`config.mk`:
```
export PLATFORM = sky130hd
export DESIGN_NAME = battery_frame_parser_top
export DESIGN_NICKNAME = d
export VERILOG_FILES = /design/src/hw/rtl/bfp_pkg.sv /design/src/hw/rtl/bfp_cell.sv /design/src/hw/rtl/bfp_decode.sv /design/src/hw/rtl/battery_frame_parser_top.sv
export SDC_FILE = /design/constraint.sdc
export NUM_CORES = 1
export LEC_CHECK = 0
export CAP_MARGIN = 5
export CORE_AREA = 2 2 209 252
export DETAILED_ROUTE_END_ITERATION = 12
export DIE_AREA = 0 0 211 254
export DONT_BUFFER_PORTS = 1
export PLACE_DENSITY_LB_ADDON = 0.25
export SLEW_MARGIN = 0
export SYNTH_ARGS = -nofsm -noshare
export SYNTH_HDL_FRONTEND = slang
export SYNTH_SLANG_ARGS = --single-unit
```
`constraint.sdc`:
```
create_clock -name aclk -period 13.45 [get_ports aclk]
set_input_delay 3.3625 -clock aclk [delete_from_list [all_inputs] [get_ports aclk]]
set_output_delay 3.3625 -clock aclk [all_outputs]
set_load 0.01 [all_outputs]
```
`src/hw/rtl/bfp_pkg.sv`:
```
// Shared types and constants of the battery frame parser.
`default_nettype none

package bfp_pkg;

    localparam int unsigned FRAME_BYTES = 30;
    localparam int unsigned POS_W       = $clog2(FRAME_BYTES + 1);

    // Position values the control logic tests against
    localparam logic [POS_W-1:0] POS_FULL      = POS_W'(FRAME_BYTES);
    localparam logic [POS_W-1:0] POS_LAST_BYTE = POS_W'(FRAME_BYTES - 1);
    localparam logic [POS_W-1:0] POS_LAST_XOR  = POS_W'(FRAME_BYTES - 2);

    localparam int unsigned CFG_IDX_W = 3;

    typedef enum logic [CFG_IDX_W-1:0] {
        CFG_MSB_FIRST  = 3'd0,
        CFG_HEADER     = 3'd1,
        CFG_TYPE       = 3'd2,
        CFG_LENGTH     = 3'd3,
        CFG_TAIL       = 3'd4
    } cfg_index_t;

    typedef logic [FRAME_BYTES-1:0][7:0] frame_t;

    typedef struct packed {
        logic       msb_first;
        logic [7:0] header_value;
        logic [7:0] type_value;
        logic [7:0] length_value;
        logic [7:0] tail_value;
    } cfg_t;

    typedef struct packed {
        logic               frame_ok;
        logic [16:0]        voltage_mv;
        logic signed [19:0] current_ma;
        logic [9:0]         charge_tenths;
        logic [6:0]         health_percent;
        logic [1:0]         charge_mode;
        logic signed [11:0] switch_temp_tenths;
        logic signed [11:0] ambient_temp_tenths;
        logic [31:0]        warning_word;
        logic [31:0]        protection_word;
        logic [7:0]         link_status;
    } result_t;

endpackage

`default_nettype wire

```
`src/hw/rtl/bfp_cell.sv`:
```
// One byte cell of the frame shift chain.
`default_nettype none

module bfp_cell (
    input  wire logic       aclk,
    input  wire logic       shift_en,
    input  wire logic [7:0] byte_in,
    output logic      [7:0] byte_out
);

    logic [7:0] byte_reg;
    logic [7:0] byte_next;

    // Take the neighbor's byte on a shift, hold otherwise
    always_comb begin
        byte_next = shift_en ? byte_in : byte_reg;
    end

    always_ff @(posedge aclk) begin
        byte_reg <= byte_next;
    end

    assign byte_out = byte_reg;

endmodule

`default_nettype wire

```
`src/hw/rtl/bfp_decode.sv`:
```
// Field decode and range checks over a complete stored frame.
`default_nettype none

module bfp_decode (
    input  wire bfp_pkg::frame_t  frame,
    input  wire bfp_pkg::cfg_t    cfg,
    input  wire logic             pre_ok,
    output bfp_pkg::result_t      result
);

    function automatic logic [31:0] get32(input logic [7:0] b0, input logic [7:0] b1,
                                          input logic [7:0] b2, input logic [7:0] b3,
                                          input logic be);
        return be ? {b0, b1, b2, b3} : {b3, b2, b1, b0};
    endfunction

    function automatic logic [15:0] get16(input logic [7:0] b0, input logic [7:0] b1,
                                          input logic be);
        return be ? {b0, b1} : {b1, b0};
    endfunction

    logic [31:0]        volt;
    logic signed [31:0] cur;
    logic [15:0]        soc;
    logic signed [15:0] t_sw;
    logic signed [15:0] t_amb;
    logic [31:0]        warn;
    logic [31:0]        prot;
    logic               hdr_ok;
    logic               rng_ok;
    logic               ok;

    always_comb begin
        volt  = get32(frame[3], frame[4], frame[5], frame[6], cfg.msb_first);
        cur   = $signed(get32(frame[7], frame[8], frame[9], frame[10], cfg.msb_first));
        soc   = get16(frame[11], frame[12], cfg.msb_first);
        t_sw  = $signed(get16(frame[15], frame[16], cfg.msb_first));
        t_amb = $signed(get16(frame[17], frame[18], cfg.msb_first));
        warn  = {get16(frame[19], frame[20], cfg.msb_first),
                 get16(frame[21], frame[22], cfg.msb_first)};
        prot  = {get16(frame[23], frame[24], cfg.msb_first),
                 get16(frame[25], frame[26], cfg.msb_first)};

        hdr_ok = (frame[0] == cfg.header_value) && (frame[1] == cfg.type_value) &&
                 (frame[2] == cfg.length_value) && (frame[29] == cfg.tail_value) &&
                 (frame[14] <= 8'd2);

        rng_ok = (volt >= 32'd5000) && (volt <= 32'd100000) &&
                 (cur >= -32'sd500000) && (cur <= 32'sd500000) &&
                 (soc <= 16'd1000) && (frame[13] <= 8'd100) &&
                 (t_sw >= -16'sd600) && (t_sw <= 16'sd1500) &&
                 (t_amb >= -16'sd600) && (t_amb <= 16'sd1500);

        ok = pre_ok && hdr_ok && rng_ok;

        // Drop every field of a rejected frame to zero
        result = '0;
        if (ok) begin
            result.frame_ok            = 1'b1;
            result.voltage_mv          = volt[16:0];
            result.current_ma          = cur[19:0];
            result.charge_tenths       = soc[9:0];
            result.health_percent      = frame[13][6:0];
            result.charge_mode         = frame[14][1:0];
            result.switch_temp_tenths  = t_sw[11:0];
            result.ambient_temp_tenths = t_amb[11:0];
            result.warning_word        = warn;
            result.protection_word     = prot;
            result.link_status         = frame[27];
        end
    end

endmodule

`default_nettype wire

```
`src/hw/rtl/battery_frame_parser_top.sv`:
```
// Top level of the battery frame parser: byte chain, control, decode and result register.
//
// Usage:
//   Input channel (s_valid/s_ready): one frame byte per transfer, with
//   s_end_of_frame high on the final byte. A good frame is exactly 30 bytes.
//   Result channel (m_valid/m_ready): one transfer per frame, carrying
//   m_frame_ok and the decoded fields (all zero when the frame is rejected).
//   Configuration: cfg_wr_en writes cfg_data into register cfg_index
//   (0 byte order, 1 header, 2 type, 3 length, 4 tail); write only while idle.
// Throughput: one byte per cycle while s_ready is high, back to back, across frame boundaries.
// Result path: the last byte's transfer sets the pending stage (decode of
//   the 30-cell chain), which moves into the output register once that is
//   free; m_valid rises as it loads.
// The 30 byte cells form a shift chain; bytes past the 30th are dropped
// and mark the frame as overlong.
// Reset: aresetn (synchronous, active low) clears position, overlong flag,
//   running XOR, pending and output valid flags and the configuration.
// Stall: while the output register holds an untaken result and a decoded
//   frame waits behind it, s_ready drops so the chain holds that frame.
`default_nettype none

module battery_frame_parser_top (
    input  wire logic                           aclk,
    input  wire logic                           aresetn,

    input  wire logic                           cfg_wr_en,
    input  wire logic [bfp_pkg::CFG_IDX_W-1:0]  cfg_index,
    input  wire logic [7:0]                     cfg_data,

    input  wire logic                           s_valid,
    output logic                                s_ready,
    input  wire logic [7:0]                     s_data_byte,
    input  wire logic                           s_end_of_frame,

    output logic                                m_valid,
    input  wire logic                           m_ready,
    output logic                                m_frame_ok,
    output logic [16:0]                         m_voltage_mv,
    output logic signed [19:0]                  m_current_ma,
    output logic [9:0]                          m_charge_tenths,
    output logic [6:0]                          m_health_percent,
    output logic [1:0]                          m_charge_mode,
    output logic signed [11:0]                  m_switch_temp_tenths,
    output logic signed [11:0]                  m_ambient_temp_tenths,
    output logic [31:0]                         m_warning_word,
    output logic [31:0]                         m_protection_word,
    output logic [7:0]                          m_link_status
);

    // Configuration registers
    bfp_pkg::cfg_t cfg_reg;
    bfp_pkg::cfg_t cfg_next;

    // Frame assembly state
    logic [bfp_pkg::POS_W-1:0] pos_reg;
    logic [bfp_pkg::POS_W-1:0] pos_next;
    logic                      too_long_reg;
    logic                      too_long_next;
    logic [7:0]                xor_reg;
    logic [7:0]                xor_next;

    // Pending stage: a complete frame sits in the chain awaiting decode
    logic pend_valid_reg;
    logic pend_valid_next;
    logic pend_ok_reg;
    logic pend_ok_next;

    // Output register
    logic              m_valid_reg;
    logic              m_valid_next;
    bfp_pkg::result_t  out_reg;
    bfp_pkg::result_t  out_next;

    bfp_pkg::frame_t   chain;
    bfp_pkg::result_t  dec_result;

    logic s_xfer;
    logic shift_en;
    logic out_free;
    logic pend_move;

    // ------------------------------------------------------------------
    // Handshake
    // ------------------------------------------------------------------
    assign out_free  = !m_valid_reg || m_ready;
    assign pend_move = pend_valid_reg && out_free;
    // Hold the chain while a decoded frame cannot move on
    assign s_ready   = !pend_valid_reg || out_free;
    assign s_xfer    = s_valid && s_ready;
    assign shift_en  = s_xfer && (pos_reg != bfp_pkg::POS_FULL);

    // ------------------------------------------------------------------
    // Configuration writes
    // ------------------------------------------------------------------
    always_comb begin
        cfg_next = cfg_reg;
        if (cfg_wr_en) begin
            unique case (cfg_index)
                bfp_pkg::CFG_MSB_FIRST:  cfg_next.msb_first    = cfg_data[0];
                bfp_pkg::CFG_HEADER:     cfg_next.header_value = cfg_data;
                bfp_pkg::CFG_TYPE:       cfg_next.type_value   = cfg_data;
                bfp_pkg::CFG_LENGTH:     cfg_next.length_value = cfg_data;
                bfp_pkg::CFG_TAIL:       cfg_next.tail_value   = cfg_data;
                default:                 cfg_next = cfg_reg;
            endcase
        end
    end

    // ------------------------------------------------------------------
    // Byte chain: new bytes enter the top cell, so after a full frame
    // cell i holds frame byte i
    // ------------------------------------------------------------------
    for (genvar gi = 0; gi < bfp_pkg::FRAME_BYTES; gi++) begin : g_cell
        if (gi == bfp_pkg::FRAME_BYTES - 1) begin : g_top
            bfp_cell u_cell (
                .aclk     (aclk),
                .shift_en (shift_en),
                .byte_in  (s_data_byte),
                .byte_out (chain[gi])
            );
        end else begin : g_mid
            bfp_cell u_cell (
                .aclk     (aclk),
                .shift_en (shift_en),
                .byte_in  (chain[gi+1]),
                .byte_out (chain[gi])
            );
        end
    end

    // ------------------------------------------------------------------
    // Frame control: position, overlong flag, running XOR over bytes 0..28
    // (a good frame leaves it at zero)
    // ------------------------------------------------------------------
    always_comb begin
        pos_next        = pos_reg;
        too_long_next   = too_long_reg;
        xor_next        = xor_reg;
        pend_valid_next = pend_valid_reg && !pend_move;
        pend_ok_next    = pend_ok_reg;

        if (s_xfer) begin
            if (pos_reg != bfp_pkg::POS_FULL) begin
                pos_next = pos_reg + 1'b1;
                if (pos_reg <= bfp_pkg::POS_LAST_XOR) begin
                    xor_next = xor_reg ^ s_data_byte;
                end
            end else begin
                too_long_next = 1'b1;
            end

            if (s_end_of_frame) begin
                // Good length means this transfer was byte 29; XOR then covers 0..28
                pend_valid_next = 1'b1;
                pend_ok_next    = !too_long_reg && (pos_reg == bfp_pkg::POS_LAST_BYTE) &&
                                  (xor_reg == 8'd0);
                pos_next        = '0;
                too_long_next   = 1'b0;
                xor_next        = 8'd0;
            end
        end
    end

    bfp_decode u_decode (
        .frame  (chain),
        .cfg    (cfg_reg),
        .pre_ok (pend_ok_reg),
        .result (dec_result)
    );

    // ------------------------------------------------------------------
    // Output register: load on a pending move, clear valid on transfer
    // ------------------------------------------------------------------
    always_comb begin
        m_valid_next = m_valid_reg && !m_ready;
        out_next     = out_reg;
        if (pend_move) begin
            m_valid_next = 1'b1;
            out_next     = dec_result;
        end
    end

    always_ff @(posedge aclk) begin
        if (!aresetn) begin
            cfg_reg        <= '0;
            pos_reg        <= '0;
            too_long_reg   <= 1'b0;
            xor_reg        <= 8'd0;
            pend_valid_reg <= 1'b0;
            pend_ok_reg    <= 1'b0;
            m_valid_reg    <= 1'b0;
        end else begin
            cfg_reg        <= cfg_next;
            pos_reg        <= pos_next;
            too_long_reg   <= too_long_next;
            xor_reg        <= xor_next;
            pend_valid_reg <= pend_valid_next;
            pend_ok_reg    <= pend_ok_next;
            m_valid_reg    <= m_valid_next;
        end
    end

    always_ff @(posedge aclk) begin
        out_reg <= out_next;
    end

    assign m_valid               = m_valid_reg;
    assign m_frame_ok            = out_reg.frame_ok;
    assign m_voltage_mv          = out_reg.voltage_mv;
    assign m_current_ma          = out_reg.current_ma;
    assign m_charge_tenths       = out_reg.charge_tenths;
    assign m_health_percent      = out_reg.health_percent;
    assign m_charge_mode         = out_reg.charge_mode;
    assign m_switch_temp_tenths  = out_reg.switch_temp_tenths;
    assign m_ambient_temp_tenths = out_reg.ambient_temp_tenths;
    assign m_warning_word        = out_reg.warning_word;
    assign m_protection_word     = out_reg.protection_word;
    assign m_link_status         = out_reg.link_status;

`ifndef SYNTHESIS
    // Input stalls only when a decoded frame is blocked behind a full output
    a_ready_only_on_block: assert property (@(posedge aclk) disable iff (!aresetn)
        !s_ready |-> (pend_valid_reg && m_valid_reg && !m_ready))
        else $error("s_ready low without a blocked pending frame");

    // Position never passes a full frame
    a_pos_bound: assert property (@(posedge aclk) disable iff (!aresetn)
        pos_reg <= bfp_pkg::POS_FULL)
        else $error("byte position beyond frame length");

    // A final byte transfer always leaves a frame pending
    a_eof_pending: assert property (@(posedge aclk) disable iff (!aresetn)
        (s_valid && s_ready && s_end_of_frame) |=> pend_valid_reg)
        else $error("end of frame not captured");

    // A rejected frame carries zero fields
    a_reject_zero: assert property (@(posedge aclk) disable iff (!aresetn)
        (m_valid && !m_frame_ok) |-> (m_voltage_mv == 17'd0 && m_current_ma == 20'sd0 &&
                                      m_warning_word == 32'd0 && m_link_status == 8'd0))
        else $error("rejected frame with nonzero fields");
`endif

endmodule

`default_nettype wire

```
==> out/results.txt, run 1 <==
Status: complete, no violations
DRC Markers: 0
Hold-fix buffers, CTS: 0
Max cap viols: 0
Comb power frac: 4.3%
Final GP Congestion: 0.888
Vias in the first global route: 11324
Post-Syn Area: 19200 um2
Largest net degree at the start of global routing: 109
PostCTS Resize Cnt: 0
Avg Cell Area, Syn: 13.9 um2
CTS root buf: clkbuf_16
Peak supply drop: 0.0981 mV
CP max-delay cell: nand3b_1
Unrepaired setup endpoints after global routing: no
PwrDens: 142 nW/um2
Worst Path Buf+Inv: 0
Syn Inst Count: 1379
Placed Cells: 1953
Setup TNS: 0 ns
Clock Skew: 0.0324 ns
Final non-filler cell total: 2039
Crit-path max FO: 5
Crit end category: output pin
CP Class: input port to output pin
Drt pass-1 iters: 4
Die ar.: 53600 um2
Port bufs: 0
Hold Path End: g_cell[27].g_mid.u_cell.byte_out[5]
P_leak: 6.82 nW
Worst Reg-to-Reg Cells: 10
Sink Count: 443
Initial antenna violation count: 0
Crit-path cells: nand3b_1
RR Endpoint: m_warning_word[4]
Area Overhead vs Synth: 10.6%
Final hold vios: 0
Hold Startpoint: g_cell[28].g_mid.u_cell.byte_out[5]
Yosys top cell area share: 61.4%
Max Transition Viols Final: 0
Async SR Flop Fraction: 0%
Worst Path Required: 10.09 ns
1st-iter DRT viols: 897
Hold/Removal Path Class: flop to flop
Placed wire-length estimate: 30800 um
DR vias/cell: 5.52
Seq/Total Area, Yosys: 66.6%
ANT nets after route: 0
Clock Power Share: 42.6%
Initial Utilization: 37.6%
Max_slew headroom: 28.0%
Gr usage total: 17.4%
Setup violations, final: 0
Least-Margin Pin Slew: 1.08 ns
Yosys top cell by area: edfxtp_1
Switching power: 0.683 mW
Clock tree from TritonCTS: done
Switch share: 22.6%
I/O pin cnt: 180
Largest register FFs: 232
Fin nets: 1379
Share of layout cells above drive strength 1: 21.0%
Fmax: 142 MHz
GR Overflow Total: 0
Via Count: 11264
Final worst path period share: 52.2%
Routed Wire Length: 47200 um
First-pass GRT wire length: 71000 um
Post-synth EDFFs: 393
Internal: 2.34 mW
Row cnt: 91
Max H-tree Level: 2
Family with the most delay on the worst path: simple AND/OR/NAND/NOR gates
Worst skew pair latency: 0.60 ns
Seq pwr share: 53.0%
Core Box Area: 51100 um2
Synth Flop Type: edfxtp_1
Ranking of synthesized cells by area: edfxtp_1 (61%), mux2_2 (7.2%), dfxtp_1 (5.2%)
Startpoint Class: input port
Antenna cells: 0
Pwr Total: 3.02 mW
CTS Buf Count: 46
Clock transition at path regs: 0.06 ns
Wirelength per Cell: 23.1 um
Minimum clock period: 7.03 ns
Setup Fix Bufs, Post-CTS: 0
R2R Path Start: cfg_reg[32]
Critical Path AT: 3.66 ns
Die X: 211 um
Syn nets: 1408
Maximum clock path buffer count: 3
Slowest cell delay on critical path: 0.30 ns
Chip height: 254 um
Worst Hold Depth: 0
FF+latch count, synth: 443
Internal reg-to-reg setup slack: 8.24 ns
Yosys warning count: 0
Post-synth cell types: 61
==> final cells by class <==
cell class	instances	area [um2]
fill	4725	29800
sequential	443	12800
clock buffer	54	1200
inverter	6	30.0
tap	651	815
clock inverter	32	313
multi-input combinational	835	5980
timing repair buffer	18	135
==> cell families after synthesis <==
family                   count (synthesis)  synth area share, %
adder cells (fa/ha/maj)                  4                0.260
multiplexers                           138                 7.98
AND/OR/NAND/NOR                        541                 16.5
XOR/XNOR                                44                 2.00
buffers and inverters                  101                 2.54
AO/OA/AOI/OAI                          108                 4.15
flip-flops                             443                 66.6
==> layout by cell type, fill, tap and decap left out, types with 15 or more instances in the layout <==
cell	n
a21boi_0	26
a21oi_1	15
buf_4	18
clkbuf_16	47
dfxtp_1	49
edfxtp_1	393
mux2_2	123
mux2i_1	15
nand2_1	216
nand4_1	25
nor2_1	33
nor4_1	110
nor4_2	64
xor2_1	31
==> synthesized netlist by cell type (6+ instances only) <==
cell type and count:
a21boi_0 26, a21oi_1 15, and2_1 7, buf_2 37, buf_6 6, clkbuf_1 42, dfxtp_1 50, edfxtp_1 393
inv_1 6, mux2_2 123, mux2i_1 15, nand2_1 216, nand2b_1 8, nand3_1 14, nand4_1 25, nor2_1 33
nor2b_1 15, nor3_1 14, nor4_1 110, nor4_2 64, o21ai_0 14, o22ai_1 6, or4_1 7, xnor2_1 13
xor2_1 31
==> power groups by stage <==
stage                     clock, mW  combinational [mW]  sequential [mW]
after CTS                      1.32               0.132             1.61
after global placement            0               0.130             1.63
final                          1.29               0.131             1.60
after global routing           1.37               0.145             1.61
after detailed placement          0               0.131             1.63
after floorplan                   0               0.105             1.62
==> stage by stage <==
stage | cell area, um2 | utilization, % | setup slack (ns) | hold WS (ns)
2_1_floorplan | 19200 | - | 2.62 | 0.400
3_3_place_gp | 19800 | 38.7 | 6.41 | 0.403
3_5_place_dp | 19800 | 38.7 | 6.41 | 0.406
4_1_cts | 21300 | 41.6 | 6.41 | 0.416
5_1_grt | 21300 | 41.6 | 6.40 | 0.419
6_report | 21300 | 41.6 | 6.42 | 0.415
==> routing by layer <==
| metal | wire length [um] | global-route usage [%] |
|---|---|---|
| met3 | 2230 | 3.30 |
| met5 | 0 | 0 |
| met4 | 1530 | 7.04 |
| met2 | 23200 | 29.1 |
| met1 | 20300 | 22.3 |
==> worst max path at each step <==
| stage | startpoint | end | slack (ns) | depth (start not counted) |
|---|---|---|---|---|
| 2_1_floorplan | m_ready | m_ambient_temp_tenths[0] | 2.62 | 2 |
| 3_3_place_gp | m_ready | s_ready | 6.41 | 1 |
| 3_5_place_dp | m_ready | s_ready | 6.41 | 1 |
| 4_1_cts | m_ready | s_ready | 6.41 | 1 |
| 5_1_grt | m_ready | s_ready | 6.40 | 1 |
| 6_report | m_ready | s_ready | 6.42 | 1 |
No activity file was read; power rests on OpenSTA's default activity.
==> run 2, diff against run 1 <==
--- a/config.mk
+++ b/config.mk
@@ -5,10 +5,11 @@
 export SDC_FILE = /design/constraint.sdc
 export NUM_CORES = 1
 export LEC_CHECK = 0
+export ABC_AREA = 1
 export CAP_MARGIN = 5
-export CORE_AREA = 2 2 209 252
+export CORE_AREA = 2 2 202 244
 export DETAILED_ROUTE_END_ITERATION = 12
-export DIE_AREA = 0 0 211 254
+export DIE_AREA = 0 0 204 246
 export DONT_BUFFER_PORTS = 1
 export PLACE_DENSITY_LB_ADDON = 0.25
 export SLEW_MARGIN = 0
==> constraint.sdc (replaced) <==
create_clock -name aclk -period 6.85 [get_ports aclk]
set_input_delay 1.7125 -clock aclk [delete_from_list [all_inputs] [get_ports aclk]]
set_output_delay 1.7125 -clock aclk [all_outputs]
set_load 0.01 [all_outputs]
==> out/results.txt, run 2 <==
Status: complete, no violations
GR peak layer: met2
Clock Skew: 0.0227 ns
Gr usage total: 16.1%
R2R Path Start: cfg_reg[32]
Critical Path AT: 4.82 ns
Routed Wire Length: 40300 um
Hold Startpoint: g_cell[28].g_mid.u_cell.byte_out[5]
Commonest cells after routing, fill and taps aside: edfxtp_1 (393), nand2_1 (337), nor2_1 (287)
Yosys warning count: 0
Max_slew headroom: 31.9%
CP max-delay cell: clkinv_2
DR vias/cell: 4.75
Hold Path End: g_cell[27].g_mid.u_cell.byte_out[5]
Hold-fix buffers, CTS: 0
Initial Utilization: 37.7%
ANT nets after route: 0
Least-Margin Pin Slew: 1.02 ns
Final hold vios: 0
Area Overhead vs Synth: 11.7%
Multi-input combinational cell area: 4090 um2
Startpoint Class: flop
Setup Fix Bufs, Post-CTS: 0
Largest register FFs: 232
Antenna cells: 0
Share of layout cells above drive strength 1: 4.90%
Yosys top cell area share: 65.5%
Worst Hold Depth: 0
1st-iter DRT viols: 930
Async SR Flop Fraction: 0%
Fmax: 227 MHz
DRC Markers: 0
Die ar.: 50200 um2
First-pass GRT wire length: 62200 um
Max Transition Viols Final: 0
Clock transition at path regs: 0.06 ns
Ranking of synthesized cells by area: edfxtp_1 (65%), nand2_1 (7.0%), nor2_1 (6.0%)
Core Box Area: 47800 um2
WHS: 0.416 ns
Clock tree from TritonCTS: done
Maximum clock path buffer count: 3
Slowest cell delay on critical path: 0.85 ns
Largest net degree at the start of global routing: 167
Avg Cell Area, Syn: 10.7 um2
Yosys top cell by area: edfxtp_1
CTS Buf Count: 46
Port bufs: 0
CTS root buf: clkbuf_16
GR Overflow Total: 0
Number of fill cells: 4501
PostCTS Resize Cnt: 0
Max cap viols: 0
Post-Syn Area: 18000 um2
Routing usage on met1: 20.5%
Hold/Removal Path Class: flop to flop
Commonest non-fill, non-tap cell in the layout: edfxtp_1
Vias in the first global route: 10696
Final non-filler cell total: 2343
Drt pass-1 iters: 5
Internal reg-to-reg setup slack: 2.45 ns
Syn nets: 1712
RR Endpoint: m_warning_word[11]
Peak supply drop: 0.152 mV
Sink Count: 443
Most frequent cells after synthesis: edfxtp_1 (393), nand2_1 (337), nor2_1 (288)
Unrepaired setup endpoints after global routing: no
Crit-path cells: clkinv_2, o21ai_1, nand3_1, nand2_1, nand2_1, nand3_1, nand3_1, nor3_2, nand4_4, buf_4, nor2_1
Worst Path Required: 7.26 ns
Via Count: 11119
Post-synth EDFFs: 393
Pwr Total: 5.88 mW
CP Class: flop to flop
Worst Reg-to-Reg Cells: 11
Crit-path max FO: 77
Post-synth cell types: 35
Final GP Congestion: 0.895
Max H-tree Level: 2
Met3 usage: 4.23%
Wirelength per Cell: 17.2 um
Seq/Total Area, Yosys: 71.0%
Setup violations, final: 0
Synth Flop Type: edfxtp_1
GR Layer Usage met2: 26.5%
Worst skew pair latency: 0.58 ns
PwrDens: 292 nW/um2
Fin nets: 1710
Setup TNS: 0 ns
Minimum clock period: 4.40 ns
Row cnt: 88
Placed Cells: 2263
I/O pin cnt: 180
P_leak: 8.09 nW
Placed wire-length estimate: 27000 um
Most numerous cell in the Yosys netlist: edfxtp_1
FF+latch count, synth: 443
FF/Latch Area: 12800 um2
Dpl cell area: 18700 um2
Syn Inst Count: 1683
Initial antenna violation count: 0
Chip height: 246 um
Final worst path period share: 64.3%
Design area: 20100 um2
Die X: 204 um
Top cell by count, worst path: nand3_1
Crit end category: flop
[run 2: report_power, final]
part           switching [mW]  internal [mW]  total [mW]
clock                    1.05           1.46        2.51
combinational           0.176         0.0659       0.242
sequential             0.0758           3.05        3.13
total                    1.30           4.58        5.88
[run 2: final cells by class]
cell class | count | share of cell area [%]
clock buffer | 53 | 5.84
sequential | 443 | 63.6
clock inverter | 27 | 1.53
inverter | 234 | 4.37
timing repair buffer | 10 | 0.497
multi-input combinational | 946 | 20.3
tap | 630 | 3.91
[run 2: critical path, delay by kind of cell (launching register included)]
| kind | cells | cell delay [ns] |
|---|---|---|
| buf+inv | 2 | 1.46 |
| flops | 1 | 0.57 |
| compound gates | 1 | 0.51 |
| simple gates | 8 | 1.59 |
[run 2: metrics by stage]
step                utilization [%]  worst slack (ns)
CTS                            42.2              2.32
detailed placement             39.1              2.36
floorplan                         -             0.177
global placement               39.1              2.38
finish                         42.2              2.45
global route                   42.2              1.97
[run 2: cells by family (layout without fill, tap and decap cells)]
group,count (synthesis),after routing,share of synthesized area (%)
flops,443,443,71.0
compound gates,235,235,6.63
simple gates,702,702,15.4
fa+ha+maj,4,4,0.278
xor+xnor,5,5,0.243
buf+inv,294,324,6.49
[run 2: worst max path at each step]
stage / from / endpoint / slack (ns) / cells after the start
3_5_place_dp: cfg_reg[32] / m_warning_word[5] / 2.36 / 11
5_1_grt: cfg_reg[32] / m_warning_word[9] / 1.97 / 11
4_1_cts: cfg_reg[32] / m_protection_word[29] / 2.32 / 11
2_1_floorplan: m_ready / m_ambient_temp_tenths[0] / 0.18 / 2
6_report: cfg_reg[32] / m_warning_word[11] / 2.45 / 11
3_3_place_gp: cfg_reg[32] / m_protection_word[12] / 2.38 / 11
[run 2: layer usage]
metal  vias up  wire length, um
met5         -                0
met4         0             1160
met3        76             2360
met2       271            19300
met1      5239            17500
li1       5533                -
==> run 3, diff against run 2 <==
==> constraint.sdc (replaced) <==
create_clock -name aclk -period 4 [get_ports aclk]
set_input_delay 1 -clock aclk [delete_from_list [all_inputs] [get_ports aclk]]
set_output_delay 1 -clock aclk [all_outputs]
set_load 0.01 [all_outputs]
==> out/results.txt, run 3 (synthesis gave the netlist of run 2 again) <==
Initial Utilization: 37.7%
Antenna cells: 0
Slowest cell delay on critical path: 0.59 ns
Top cell by count, worst path: nand2_1
Unrepaired setup endpoints after global routing: no
Core Box Area: 47800 um2
Worst Path Required: 4.41 ns
Wirelength per Cell: 17.3 um
Max H-tree Level: 2
Status: complete, no violations
Fin nets: 1713
Clock Skew: 0.0206 ns
Max Transition Viols Final: 0
Final hold vios: 0
Share of layout cells above drive strength 1: 5.70%
Dpl ws: 0.609 ns
1st-iter DRT viols: 812
Hold/Removal Path Class: flop to flop
Max_slew headroom: 44.1%
Final worst path period share: 85.5%
Port bufs: 0
Setup violations, final: 0
Placed wire-length estimate: 27500 um
Commonest non-fill, non-tap cell in the layout: edfxtp_1
DR vias/cell: 4.75
Crit-path max FO: 69
PostCTS Resize Cnt: 0
Peak supply drop: 0.282 mV
Minimum clock period: 3.42 ns
PwrDens: 493 nW/um2
Number of fill cells: 4560
Clock transition at path regs: 0.06 ns
Via Count: 11163
Maximum clock path buffer count: 3
CP Class: flop to flop
Fmax: 292 MHz
Critical Path AT: 3.83 ns
Chip height: 246 um
Least-Margin Pin Slew: 0.838 ns
P_leak: 8.13 nW
Hold-fix buffers, CTS: 0
Sink Count: 443
Initial antenna violation count: 0
CP max-delay cell: buf_4
Crit-path cells: clkinv_2, buf_4, buf_4, nand2_1, nand2_1, nand3_1, nand2_1, inv_1, nand2_1, nand2_1, nand2_1, nand3_1, nor2_1, nand4_4, buf_12, nor2_1
Die ar.: 50200 um2
Routed Wire Length: 40800 um
Area Overhead vs Synth: 12.5%
Row cnt: 88
Startpoint Class: flop
CTS root buf: clkbuf_16
GR Overflow Total: 0
First-pass GRT wire length: 62100 um
Clock tree from TritonCTS: done
Largest net degree at the start of global routing: 142
FF/Latch Area: 12800 um2
Max cap viols: 0
Commonest cells after routing, fill and taps aside: edfxtp_1 (393), nand2_1 (335), nor2_1 (286)
Final GP Congestion: 0.864
Gr usage total: 16.1%
Multi-input combinational cell area: 4150 um2
Crit end category: flop
Worst skew pair latency: 0.57 ns
Setup Fix Bufs, Post-CTS: 0
DRC Markers: 0
WHS: 0.419 ns
Drt pass-1 iters: 5
I/O pin cnt: 180
Vias in the first global route: 10717
CTS Buf Count: 45
Largest register FFs: 232
ANT nets after route: 0
Setup ws final: 0.578 ns
Die X: 204 um
run 3: cell count changes in the layout (fill, tap and decap cells not counted), moves of 2 or more:
cell        before  now
nor3_1          20   12
nor3_2           1    9
buf_12           2    7
clkbuf_1         7   11
clkinv_1         9   13
inv_1          229  226
clkinvlp_4       4    2
inv_2            2    4
nand2_1        337  335
o21ai_0        149  147
o21ai_1         45   47
run 3: final cells by class:
class / count / share of cell area [%]
multi-input cells: 946 / 20.5
inverters: 234 / 4.36
clock buffers: 58 / 6.00
repair buffers: 14 / 0.950
flip-flops and latches: 443 / 63.1
well taps: 630 / 3.89
clock inverters: 25 / 1.21
run 3: worst paths after layout:
kind,slack [ns],from,cells past startpoint,end
worst min register to register,0.42,g_cell[28].g_mid.u_cell.byte_out[4],0,g_cell[27].g_mid.u_cell.byte_out[4]
worst max-delay path,0.58,cfg_reg[32],16,m_health_percent[4]
worst max register to register,0.58,cfg_reg[32],16,m_health_percent[4]
worst min-delay path,0.42,g_cell[28].g_mid.u_cell.byte_out[4],0,g_cell[27].g_mid.u_cell.byte_out[4]
run 3: power by group:
| part | internal [mW] | switching (mW) | total, mW |
|---|---|---|---|
| Combinational | 0.120 | 0.316 | 0.436 |
| Sequential | 5.23 | 0.128 | 5.36 |
| Clock | 2.47 | 1.74 | 4.21 |
run 3: metrics by stage:
| step | util, % | cells | area, um2 | total power, mW | setup TNS [ns] |
|---|---|---|---|---|---|
| after detailed placement | 39.4 | 2267 | 18800 | 5.89 | 0 |
| after global placement | 39.4 | 2267 | 18800 | 5.89 | 0 |
| after CTS | 42.5 | 2350 | 20300 | 10.1 | 0 |
| after floorplan | - | 1683 | 18100 | 5.73 | -337.64 |
| final | 42.5 | 2350 | 20300 | 10.0 | 0 |
| after global routing | 42.5 | 2350 | 20300 | 10.4 | 0 |
run 3: routing by layer:
layer  up-vias  global-route usage, %  part of all wire, %
li1       5549                      -                    -
met1      5277                   20.4                   43
met5         -                      0                    0
met4         0                   5.65                  2.8
met2       268                   26.7                   48
met3        69                   4.23                  6.1
run 3: critical path: cells and delay by family, from the launching register on:
| kind | cells | cell delay [ns] |
|---|---|---|
| buffers and inverters | 5 | 1.37 |
| DFF | 1 | 0.46 |
| and+or+nand+nor | 11 | 1.33 |
